`config.mk`:
```
export PLATFORM = sky130hd
export DESIGN_NAME = entity_slot_allocator_top
export DESIGN_NICKNAME = d
export VERILOG_FILES = /design/src/esa_pkg.sv /design/src/entity_slot_allocator_top.sv /design/src/esa_ram.sv /design/src/esa_free_find.sv
export SDC_FILE = /design/constraint.sdc
export NUM_CORES = 2
export LEC_CHECK = 0
export BUFFER_PORTS_ARGS = -buffer_cell sky130_fd_sc_hd__buf_2
export CAP_MARGIN = 0
export CORE_MARGIN = 5
export CORE_UTILIZATION = 59
export CTS_BUF_LIST = sky130_fd_sc_hd__clkbuf_4 sky130_fd_sc_hd__clkbuf_8
export DETAILED_ROUTE_END_ITERATION = 10
export GPL_TIMING_DRIVEN = 1
export PLACE_DENSITY = 0.78
export SYNTH_ARGS = -nofsm -noshare
export SYNTH_HDL_FRONTEND = slang
export SYNTH_SLANG_ARGS = --single-unit
```
`constraint.sdc`:
```
create_clock -name clk -period 4.8 [get_ports clk]
set_input_delay 0.48 -clock clk [delete_from_list [all_inputs] [get_ports clk]]
set_output_delay 0.48 -clock clk [all_outputs]
set_load 0.1 [all_outputs]
```
`src/esa_pkg.sv`:
```
// ----------------------------------------------------------------------------
// esa_pkg
// Shared types, codes and default sizes for the entity slot allocator.
// ----------------------------------------------------------------------------
package esa_pkg;

	// default sizes of the slot table
	localparam int CAPACITY_DEF            = 64;
	localparam int NUM_COMPONENT_KINDS_DEF = 16;
	localparam int IDENT_WIDTH_DEF         = 32;

	// fixed field widths on the stream ports
	localparam int OP_W        = 3;
	localparam int SLOT_FW     = 6;
	localparam int KIND_FW     = 4;
	localparam int IDENT_FW    = 32;
	localparam int STATUS_W    = 2;
	localparam int IN_TDATA_W  = 16;
	localparam int OUT_TDATA_W = 48;

	// request codes
	typedef enum logic [OP_W-1:0] {
		OP_NEW    = 3'd0,
		OP_DELETE = 3'd1,
		OP_ADD    = 3'd2,
		OP_REMOVE = 3'd3,
		OP_QUERY  = 3'd4
	} op_t;

	// result status codes
	typedef enum logic [STATUS_W-1:0] {
		STAT_OK        = 2'd0,
		STAT_FULL      = 2'd1,
		STAT_NOT_USED  = 2'd2,
		STAT_COMPONENT = 2'd3
	} status_t;

	// request sequencer states
	typedef enum logic {
		ST_IDLE = 1'b0,
		ST_EXEC = 1'b1
	} state_t;

endpackage

```
`src/entity_slot_allocator_top.sv`:
```
// ----------------------------------------------------------------------------
// entity_slot_allocator_top
// Entity slot table with identifier handout and component presence bits.
//
//   channel   | direction | fields (tdata, lowest bit up)
//   ----------+-----------+---------------------------------------------------
//   s_axis    | in        | op[2:0], slot_index[8:3], component_kind[12:9]
//   m_axis    | out       | slot_out[5:0], entity_ident[37:6], present[38],
//             |           | status[40:39]
//
// Each request has a transfer cycle, which reads the identifier and presence
// RAMs and encodes the lowest free slot, and an update cycle, which does the
// read-modify-write of both RAMs, the used bitmap and the identifier counter.
// Reset clears the used bitmap and sets the counter to one at once; the RAMs
// need no clearing since a slot's entries are written when it is allocated.
// A result waits in the output register; a following request is taken and
// held in its update cycle until that register is free.
// ----------------------------------------------------------------------------
module entity_slot_allocator_top #(
	parameter int CAPACITY            = esa_pkg::CAPACITY_DEF,
	parameter int NUM_COMPONENT_KINDS = esa_pkg::NUM_COMPONENT_KINDS_DEF,
	parameter int IDENT_WIDTH         = esa_pkg::IDENT_WIDTH_DEF
) (
	input  logic                           clk,
	input  logic                           arst_n,
	input  logic                           s_axis_tvalid,
	output logic                           s_axis_tready,
	// op, slot_index, component_kind
	input  logic [esa_pkg::IN_TDATA_W-1:0]  s_axis_tdata,
	output logic                           m_axis_tvalid,
	input  logic                           m_axis_tready,
	// slot_out, entity_ident, present, status
	output logic [esa_pkg::OUT_TDATA_W-1:0] m_axis_tdata
);

	import esa_pkg::*;

	localparam int SW = $clog2(CAPACITY);
	localparam int KW = (NUM_COMPONENT_KINDS > 1) ? $clog2(NUM_COMPONENT_KINDS) : 1;
	localparam int NK = NUM_COMPONENT_KINDS;

	// state registers
	state_t                 state_q, state_d;
	logic [CAPACITY-1:0]    used_q;
	logic [IDENT_WIDTH-1:0] counter_q;

	// request held for the update cycle
	op_t                    op_s1;
	logic [SLOT_FW-1:0]     slot_s1;
	logic [KIND_FW-1:0]     kind_s1;
	logic                   free_found_s1;
	logic [SW-1:0]          free_idx_s1;

	// output register
	logic                   out_valid_q;
	logic [SLOT_FW-1:0]     slot_out_q;
	logic [IDENT_FW-1:0]    ident_out_q;
	logic                   present_q;
	status_t                status_q;

	// handshake and decode
	logic                   in_xfer;
	logic                   exec_fire;
	logic [SLOT_FW-1:0]     in_slot;
	logic [SW+SLOT_FW-1:0]  in_slot_ext;
	logic [SW-1:0]          rd_addr;
	logic                   free_found;
	logic [SW-1:0]          free_idx;

	// memory ports
	logic                   ident_we, pres_we;
	logic [SW-1:0]          wr_addr;
	logic [IDENT_WIDTH-1:0] ident_wdata, ident_rdata;
	logic [NK-1:0]          pres_wdata, pres_rdata;

	// update-cycle signals
	logic [SW+SLOT_FW-1:0]  slot_ext;
	logic [SW-1:0]          slot_addr;
	logic                   slot_ok;
	logic [KW+KIND_FW-1:0]  kind_ext;
	logic [KW-1:0]          kind_idx;
	logic                   kind_ok;
	logic [NK-1:0]          kind_mask;
	logic                   kind_bit;
	logic [SW+SLOT_FW-1:0]  free_ext;
	logic [IDENT_WIDTH+IDENT_FW-1:0] ident_rd_ext, counter_ext;
	logic                   set_used, clr_used, bump_counter;
	logic [SLOT_FW-1:0]     res_slot;
	logic [IDENT_FW-1:0]    res_ident;
	logic                   res_present;
	status_t                res_status;

	// input decode and memory read address
	assign in_slot     = s_axis_tdata[OP_W +: SLOT_FW];
	assign in_slot_ext = {{SW{1'b0}}, in_slot};
	assign rd_addr     = in_slot_ext[SW-1:0];

	// next state
	always_comb begin
		state_d = state_q;
		case (state_q)
			ST_IDLE: begin
				if (s_axis_tvalid) state_d = ST_EXEC;
			end
			ST_EXEC: begin
				if (!out_valid_q || m_axis_tready) state_d = ST_IDLE;
			end
			default: state_d = ST_IDLE;
		endcase
	end

	// handshake outputs
	always_comb begin
		s_axis_tready = 1'b0;
		exec_fire     = 1'b0;
		case (state_q)
			ST_IDLE: s_axis_tready = 1'b1;
			ST_EXEC: exec_fire     = !out_valid_q || m_axis_tready;
			default: s_axis_tready = 1'b0;
		endcase
	end

	assign in_xfer = s_axis_tvalid && s_axis_tready;

	always_ff @(posedge clk or negedge arst_n) begin
		if (!arst_n) begin
			state_q <= ST_IDLE;
		end else begin
			state_q <= state_d;
		end
	end

	// lowest free slot
	esa_free_find #(
		.CAPACITY (CAPACITY)
	) u_free_find (
		.used  (used_q),
		.found (free_found),
		.index (free_idx)
	);

	// capture the request on its transfer
	always_ff @(posedge clk) begin
		if (in_xfer) begin
			op_s1         <= op_t'(s_axis_tdata[OP_W-1:0]);
			slot_s1       <= in_slot;
			kind_s1       <= s_axis_tdata[OP_W+SLOT_FW +: KIND_FW];
			free_found_s1 <= free_found;
			free_idx_s1   <= free_idx;
		end
	end

	// identifier and presence memories
	esa_ram #(
		.DEPTH (CAPACITY),
		.WIDTH (IDENT_WIDTH)
	) u_ident_ram (
		.clk   (clk),
		.we    (ident_we),
		.waddr (wr_addr),
		.wdata (ident_wdata),
		.re    (in_xfer),
		.raddr (rd_addr),
		.rdata (ident_rdata)
	);

	esa_ram #(
		.DEPTH (CAPACITY),
		.WIDTH (NK)
	) u_pres_ram (
		.clk   (clk),
		.we    (pres_we),
		.waddr (wr_addr),
		.wdata (pres_wdata),
		.re    (in_xfer),
		.raddr (rd_addr),
		.rdata (pres_rdata)
	);

	// slot and kind range checks
	assign slot_ext     = {{SW{1'b0}}, slot_s1};
	assign slot_addr    = slot_ext[SW-1:0];
	assign slot_ok      = (slot_ext < (SW+SLOT_FW)'(CAPACITY)) && used_q[slot_addr];
	assign kind_ext     = {{KW{1'b0}}, kind_s1};
	assign kind_idx     = kind_ext[KW-1:0];
	assign kind_ok      = kind_ext < (KW+KIND_FW)'(NUM_COMPONENT_KINDS);
	assign kind_mask    = NK'(1) << kind_idx;
	assign kind_bit     = kind_ok && ((pres_rdata & kind_mask) != '0);
	assign free_ext     = {{SLOT_FW{1'b0}}, free_idx_s1};
	assign ident_rd_ext = {{IDENT_FW{1'b0}}, ident_rdata};
	assign counter_ext  = {{IDENT_FW{1'b0}}, counter_q};

	// read-modify-write of the slot entry
	always_comb begin
		ident_we     = 1'b0;
		pres_we      = 1'b0;
		wr_addr      = slot_addr;
		ident_wdata  = '0;
		pres_wdata   = '0;
		set_used     = 1'b0;
		clr_used     = 1'b0;
		bump_counter = 1'b0;
		res_slot     = slot_s1;
		res_ident    = '0;
		res_present  = 1'b0;
		res_status   = STAT_OK;
		case (op_s1)
			OP_NEW: begin
				res_slot = '0;
				if (free_found_s1) begin
					wr_addr      = free_idx_s1;
					ident_we     = exec_fire;
					pres_we      = exec_fire;
					ident_wdata  = counter_q;
					set_used     = exec_fire;
					bump_counter = exec_fire;
					res_slot     = free_ext[SLOT_FW-1:0];
					res_ident    = counter_ext[IDENT_FW-1:0];
				end else begin
					res_status = STAT_FULL;
				end
			end
			OP_DELETE, OP_ADD, OP_REMOVE, OP_QUERY: begin
				if (!slot_ok) begin
					res_status = STAT_NOT_USED;
				end else begin
					res_ident = ident_rd_ext[IDENT_FW-1:0];
					case (op_s1)
						OP_DELETE: begin
							ident_we = exec_fire;
							pres_we  = exec_fire;
							clr_used = exec_fire;
						end
						OP_ADD: begin
							if (!kind_ok || kind_bit) begin
								res_status = STAT_COMPONENT;
							end else begin
								pres_we    = exec_fire;
								pres_wdata = pres_rdata | kind_mask;
							end
						end
						OP_REMOVE: begin
							if (!kind_bit) begin
								res_status = STAT_COMPONENT;
							end else begin
								pres_we    = exec_fire;
								pres_wdata = pres_rdata & ~kind_mask;
							end
						end
						default: res_present = kind_bit;
					endcase
				end
			end
			default: res_status = STAT_OK;
		endcase
	end

	// used bitmap and identifier counter, counter skips zero on wrap
	always_ff @(posedge clk or negedge arst_n) begin
		if (!arst_n) begin
			used_q    <= '0;
			counter_q <= IDENT_WIDTH'(1);
		end else begin
			if (set_used) used_q[free_idx_s1] <= 1'b1;
			if (clr_used) used_q[slot_addr]   <= 1'b0;
			if (bump_counter) begin
				if (&counter_q) counter_q <= IDENT_WIDTH'(1);
				else            counter_q <= counter_q + 1'b1;
			end
		end
	end

	// output register valid
	always_ff @(posedge clk or negedge arst_n) begin
		if (!arst_n) begin
			out_valid_q <= 1'b0;
		end else if (exec_fire) begin
			out_valid_q <= 1'b1;
		end else if (m_axis_tready) begin
			out_valid_q <= 1'b0;
		end
	end

	// output register payload
	always_ff @(posedge clk) begin
		if (exec_fire) begin
			slot_out_q  <= res_slot;
			ident_out_q <= res_ident;
			present_q   <= res_present;
			status_q    <= res_status;
		end
	end

	assign m_axis_tvalid = out_valid_q;
	assign m_axis_tdata  = {7'b0, status_q, present_q, ident_out_q, slot_out_q};

endmodule

```
`src/esa_ram.sv`:
```
// ----------------------------------------------------------------------------
// esa_ram
// Simple dual-port synchronous RAM, one write and one registered read port.
// ----------------------------------------------------------------------------
module esa_ram #(
	parameter int DEPTH = 64,
	parameter int WIDTH = 32
) (
	input  logic                     clk,
	input  logic                     we,
	input  logic [$clog2(DEPTH)-1:0] waddr,
	input  logic [WIDTH-1:0]         wdata,
	input  logic                     re,
	input  logic [$clog2(DEPTH)-1:0] raddr,
	output logic [WIDTH-1:0]         rdata
);

	logic [WIDTH-1:0] mem [DEPTH];

	// write port
	always_ff @(posedge clk) begin
		if (we) begin
			mem[waddr] <= wdata;
		end
	end

	// registered read port, data held while not enabled
	always_ff @(posedge clk) begin
		if (re) begin
			rdata <= mem[raddr];
		end
	end

endmodule

```
`src/esa_free_find.sv`:
```
// ----------------------------------------------------------------------------
// esa_free_find
// Priority encoder that finds the lowest free slot in the used bitmap.
// ----------------------------------------------------------------------------
module esa_free_find #(
	parameter int CAPACITY = 64
) (
	input  logic [CAPACITY-1:0]         used,
	output logic                        found,
	output logic [$clog2(CAPACITY)-1:0] index
);

	// lowest zero wins: scan downward so the last hit is the lowest one
	always_comb begin
		found = 1'b0;
		index = '0;
		for (int i = CAPACITY - 1; i >= 0; i--) begin
			if (!used[i]) begin
				found = 1'b1;
				index = ($clog2(CAPACITY))'(i);
			end
		end
	end

endmodule
```
---- Word-level counts from Yosys, hierarchy flattened ----
Memories as Yosys holds them, arrays and structs flattened. A register that Yosys moved wholly into a read port is not among the register bits.
Index checks and enable logic that the tools add are counted.
word-level totals
  register bits ........................... 159
  bits in writable memories ............... 3072
  latch bits .............................. 0
  memories kept ........................... 2
  bits of input ports ..................... 20
  memory bits (read-only) ................. 0
  logic and storage cells ................. 177
  output and inout bits ................... 50
memories
  memory           words  bits a word  rd ports  clocked after Yosys merged registers in  write ports  line           source
  u_ident_ram.mem  64     32           1         1                                        1            esa_ram.sv:18  logic [WIDTH-1:0] mem [DEPTH];
  u_pres_ram.mem   64     16           1         1                                        1            esa_ram.sv:18
cells by class
  shift-type cells ........................ 1
  magnitude comparators ................... 6
  multipliers ............................. 0
  divide/modulo/power cells ............... 0
  multiplexer cells ....................... 114
  equal/unequal tests ..................... 4
  add/subtract/negate cells ............... 1
  reductions and logical operators ........ 21
  bitwise logic cells ..................... 10
operators by type and width
  operator               count
  $mux 6                 36
  $mux 32                4
  $mux 64                2
  $mux 5                 16
  $and 64x64->64         1
  $mux 16                4
  $not 64->64            1
  $or 64x64->64          1
  $pmux 32 s2            1
  $reduce_and 32->1      2
  $reduce_and 63->1      1
  $add 32x1->32 const B  1
  $and 16x16->16         2
  $mux 4                 8
  $pmux 16 s2            1
  $mux 1                 24
  $lt 6x7->1 const B     3
  $not 16->16            1
  $or 16x16->16          1
  $reduce_and 16->1      1
  $reduce_bool 16->1     1
  $shl 1x4->16 const A   1
  $demux 1 s6            2
  $ge 6x1->1 const B     2
  other kinds (21)       40

---- Logic depth before layout (Yosys ltp) ----
  depth after elaboration ................. 63
  mapped depth ............................ 12
  depth with buffers taken out ............ 7

---- Hierarchy ----
Synthesis repeated with hierarchy kept, for this count alone.
unflattened totals
  cells, all modules ...................... 6068
  area, all modules ....................... 128024.0 um^2
by module, submodules not included
  module                     cells an instance  area an instance (um^2)  instances  sequential area each (um^2)
  esa_ram (u_ident_ram)      3324               78833.1                  1          62459.9
  esa_ram (u_pres_ram)       1829               40202.3                  1          31230.0
  entity_slot_allocator_top  771                8170.3                   1          4285.4
  esa_free_find              144                818.3                    1          0.0

---- Worst setup path before layout ----
OpenSTA, ideal clock, no wires.
  path kind ............................... flip-flop to flip-flop
  start point ............................. register out_valid_q (netlist: m_axis_tvalid)
  end point ............................... memory u_ident_ram.mem[17][0] (enable)
  path buffers ............................ 1
  slack ................................... -407 ps
  arrival ................................. 4746 ps
  cell stages (with the launch flop) ...... 7
  setup time .............................. 461 ps
  clock period less this slack ............ 5207 ps
  required time ........................... 4339 ps
  cell sequence ........................... dfrtp_1 > nand2b_1 > nand2_1 > clkinv_1 > a41oi_2 > buf_2 > nor3_1
between the ends
  cells in the longest elaborated chain, start to end .. 8
  elaborated cells between the ends (all ways) .. 9
  those cells by class .................... 7 x mux; 2 x reduce/logical
ends and longest elaborated chain
  element                         line                              source
  start: declaration              entity_slot_allocator_top.sv:55   logic out_valid_q;
  start signal: assignment        entity_slot_allocator_top.sv:276  out_valid_q <= 1'b0;
  start signal: assignment        entity_slot_allocator_top.sv:278  out_valid_q <= 1'b1;
  start signal: assignment        entity_slot_allocator_top.sv:280  out_valid_q <= 1'b0;
  $logic_not 1->1 *               entity_slot_allocator_top.sv:118  ST_EXEC: exec_fire = !out_valid_q || m_axis_tready;
  $logic_or 1x1->1 *              entity_slot_allocator_top.sv:118
  $mux 1 *                        entity_slot_allocator_top.sv:116  case (state_q)
  via exec_fire                   entity_slot_allocator_top.sv:63   logic exec_fire;
  $mux 1                          entity_slot_allocator_top.sv:228  case (op_s1)
  $mux 1                          entity_slot_allocator_top.sv:224  if (!slot_ok) begin
  $pmux 1 s2 *                    entity_slot_allocator_top.sv:207  case (op_s1)
  $mux 1 *                        esa_ram.sv:22                     if (we) begin
  $mux 1 (implied by the code) *  esa_ram.sv:23                     mem[waddr] <= wdata;
  end: declaration                esa_ram.sv:18
Mark *: on every way through the listed nets, which the timed path passes. The rest lies on a longest branch.

---- Worst setup path after layout ----
  start point ............................. register kind_s1[0] (netlist: kind_idx[0])
  end point ............................... memory u_pres_ram.mem[54][1] in the netlist's numbering (data pin)
between the ends
  cells in the longest elaborated chain, start to end .. 9
  elaborated cells between the ends (all ways) .. 15
  those cells by class .................... 1 x order compare; 1 x shift; 5 x mux; 4 x bitwise; 4 x reduce/logical
ends and longest elaborated chain
  element                   line                              source
  start: declaration        entity_slot_allocator_top.sv:50   logic [KIND_FW-1:0] kind_s1;
  start signal: assignment  entity_slot_allocator_top.sv:147  kind_s1 <= s_axis_tdata[OP_W+SLOT_FW +: KIND_FW];
  $shl 1x4->16              entity_slot_allocator_top.sv:187  assign kind_mask = NK'(1) << kind_idx;
  $and 16x16->16            entity_slot_allocator_top.sv:188  assign kind_bit = kind_ok && ((pres_rdata & kind_mask) != '0);
  $reduce_bool 16->1        entity_slot_allocator_top.sv:188
  $logic_and 1x1->1         entity_slot_allocator_top.sv:188
  $logic_or 1x1->1          entity_slot_allocator_top.sv:235  if (!kind_ok || kind_bit) begin
  $mux 16                   entity_slot_allocator_top.sv:235
  $pmux 16 s2 *             entity_slot_allocator_top.sv:228
  $mux 16 *                 entity_slot_allocator_top.sv:224
  $mux 16 *                 entity_slot_allocator_top.sv:207
  via pres_wdata[1]         entity_slot_allocator_top.sv:74   logic [NK-1:0] pres_wdata, pres_rdata;
  end: declaration          esa_ram.sv:18
Marks and branches as above.

==> metrics <==
most frequent cell after synthesis=edfxtp_1; overall power=between 50 and 60 mW; Root Buffer=clkbuf_8; mapped cell area=128000 sq um; wire length of the first global-routing pass=442 mm; TritonCTS buffer count=about 490; vias in the first global route=64000; Setup CP Type=flip-flop to flip-flop; GP Congestion=0.898; crit end category=flip-flop; Worst Setup Start Kind=flip-flop; DRT Wirelength=305 mm; Pins Over Slew Limit=0; Residual DRC=0; I/O pins=70; antenna-violating nets left=0; Setup Buffers After CTS=0; worst IR drop on VDD=0.293 mV; final setup margin=a little over 0.4 ns; R2R setup slack=0.41 ns; Worst Hold End=kind_idx[0]; Iter 0 DRT Violations=9497; Max Clock Skew=between 0.08 and 0.09 ns; crit path buf inv count=2; Post-Synthesis Cells=5562; Clock Latency Late Sink=1.15 ns; CTS tree=yes; Worst Hold Launch=s_axis_tdata[9]; synthesis-stage register bit count=3279; RSZ-0062 raised after global routing=false; pre-CTS setup slack=0.587 ns; worst path required time=5.66 ns; Crit path max-delay family=simple AND/OR/NAND/NOR gates; vias=between 60000 and 70000; largest net degree at the start of global routing=between 70 and 80; per-cell routed wire length=32.6 microns; IO buf count=59; Leak=50.9 nW; Initial Utilization=0.594; Synth area leader=edfxtp_1; count of final hold-check violations=0; status=complete, no violations; number of hold-repair buffers added at the cts stage=15; worst hold path class=input port to flip-flop; post-synth top area share=0.749; Reg2Reg Capture Point=u_pres_ram.mem[54][1]; Final Critical Period=between 4 and 5 ns; Max Fclk=228 MHz; post-synthesis sequential area ratio=0.768; synth warn=0; Core Box Area=215000 sq um; worst-margin pin slew=1.33 ns; clock sink count=roughly 3300; Post-synth ARST share=0.0299; worst-path fanout max=41; fin util=0.668; Max Cap Viol=0; Post-synth EDFFs=3181; Detail Placement HPWL=around 170 mm; Die Y-Extent=475 microns; nets@finish=between 6000 and 7000; Synth area leaders=edfxtp_1, mux4_2, dfrtp_1; layout cells sized above 1=0.356; R2R depth=9; synth cell count leaders=edfxtp_1, mux4_2, clkbuf_1; reg2reg start=kind_idx[0]; total gr overflow=0; synth-to-layout area growth=12.5%; initial antenna violation count=12; Arr. time, crit path=approximately 5.3 ns; final setup violation count=0; hold path cells=2; Clock transition at path regs=0.06 ns; GRT Resource Usage Total=0.275; Mapped Avg Cell Area=around 23 sq um; H-tree depth=5; Final Cycle Share=0.914; crit-path cells=nand2_1, nor3b_1, a2111oi_0, o21a_1, xnor2_1, or3_1, buf_12, nor2_4, buf_4; slew margin rel.=0.116; DRT Pass-1 Iters=6; DR vias/cell=6.75; PwrDens=between 400 and 500 nW/um^2; main flop type after synthesis=edfxtp_1; post-CTS sizing=0; clock tree buffer depth=4; setup TNS=0 ns; Slowest cell on crit path=nor2_4; synth unique cells=70; CP max stage delay=0.84 ns; Min Hold Slack=between 0.1 and 0.15 ns; die width=around 470 microns; Die ar.=226000 sq um; num rows=170
-- registers in the layout, indices dropped and copies added, names as in the netlist, 3 cells and up --
name               cells
counter_q             32
u_pres_ram.rdata      16
u_ident_ram.rdata     32
ident_out_q           32
op_s1                  3
slot_addr              6
u_pres_ram.mem      1024
used_q                64
slot_out_q             6
kind_idx               4
free_idx_s1            6
u_ident_ram.mem     2048
-- stage by stage --
stage / area (sq um) / std cells
6_report: 143000 / 9340
5_1_grt: 143000 / 9335
4_1_cts: 143000 / 9333
3_5_place_dp: 134000 / 8456
3_3_place_gp: 134000 / 8456
2_1_floorplan: 128000 / 5568
-- cell type report --
class                           count  area, sq um
Clock inverter                    221         1380
Inverter                           22         82.6
Fill cell                       12500        71300
Clock buffer                      641         7930
Antenna cell                        7         17.5
Timing Repair Buffer              381         3710
Tap cell                         2838         3550
Sequential cell                  3279        98000
Multi-Input combinational cell   1951        28800
-- placed cells by master, fill, tap and decap left out, types with 12 or more instances in the layout --
cell           synthesis  routed
edfxtp_1            3181    3181
clkinv_2               0      59
a21oi_4                0      14
bufinv_16              0      17
and2_2                 0      29
a21oi_1              160     146
clkbuf_4               0     143
nand4_1               26      26
a21o_1                32      32
nand2b_1              21      21
xnor2_1               15      15
mux4_2               987     987
inv_1                 20      20
nor2_1                79      72
o21ai_0               63      63
dlygate4sd3_1          0      14
clkbuf_8               0     498
buf_12                 0      72
mux2i_1               41      41
nor2b_1               15      14
xor2_1                16      16
nand3_1               29      29
clkinv_1               2     139
buf_4                 14     238
mux2_2                30      30
and3_1                13      12
nand2_1              111     111
nor3_2                31     132
buf_2                 83      52
nor3_1               124      23
dfrtp_1               97      97
-- how the worst max path moves through the flow --
stage                  start                      to  slack (ns)  depth (start not counted)
2_1_floorplan  m_axis_tvalid  u_ident_ram.mem[17][0]       -0.41                          6
3_3_place_gp     kind_idx[2]   u_pres_ram.mem[62][6]        0.64                          9
3_5_place_dp     kind_idx[2]   u_pres_ram.mem[55][1]        0.59                          9
4_1_cts          kind_idx[2]   u_pres_ram.mem[54][1]        0.53                          9
5_1_grt          kind_idx[2]   u_pres_ram.mem[33][1]        0.19                          9
6_report         kind_idx[0]   u_pres_ram.mem[54][1]        0.41                          9
-- cell families after synthesis --
| family | after synthesis | synth area share |
|---|---|---|
| DFF | 3279 | 0.768 |
| muxes | 1058 | 0.180 |
| and+or+nand+nor | 527 | 0.0220 |
| buffers and inverters | 338 | 0.0118 |
| AOI/OAI and AO/OA | 327 | 0.0153 |
| xor gates and xnor gates | 31 | 0.00213 |
| adders and majority gates | 1 | 0.0000981 |
| other | 1 | 0.0000294 |
-- routing by layer --
layer	global-route usage	wire (microns)	vias to the layer above
li1	-	-	24900
met1	0.398	113000	33000
met2	0.423	147000	4499
met3	0.0646	35800	619
met4	0.0926	9890	6
met5	0	40	-
-- where the power goes --
| part | total, mW | internal, mW | switching, mW |
|---|---|---|---|
| registers | 32.0 | 31.7 | 0.346 |
| clock network | 21.7 | 11.6 | 10.1 |
| logic | 4.37 | 1.16 | 3.21 |
(Power assumes the default switching activity.)
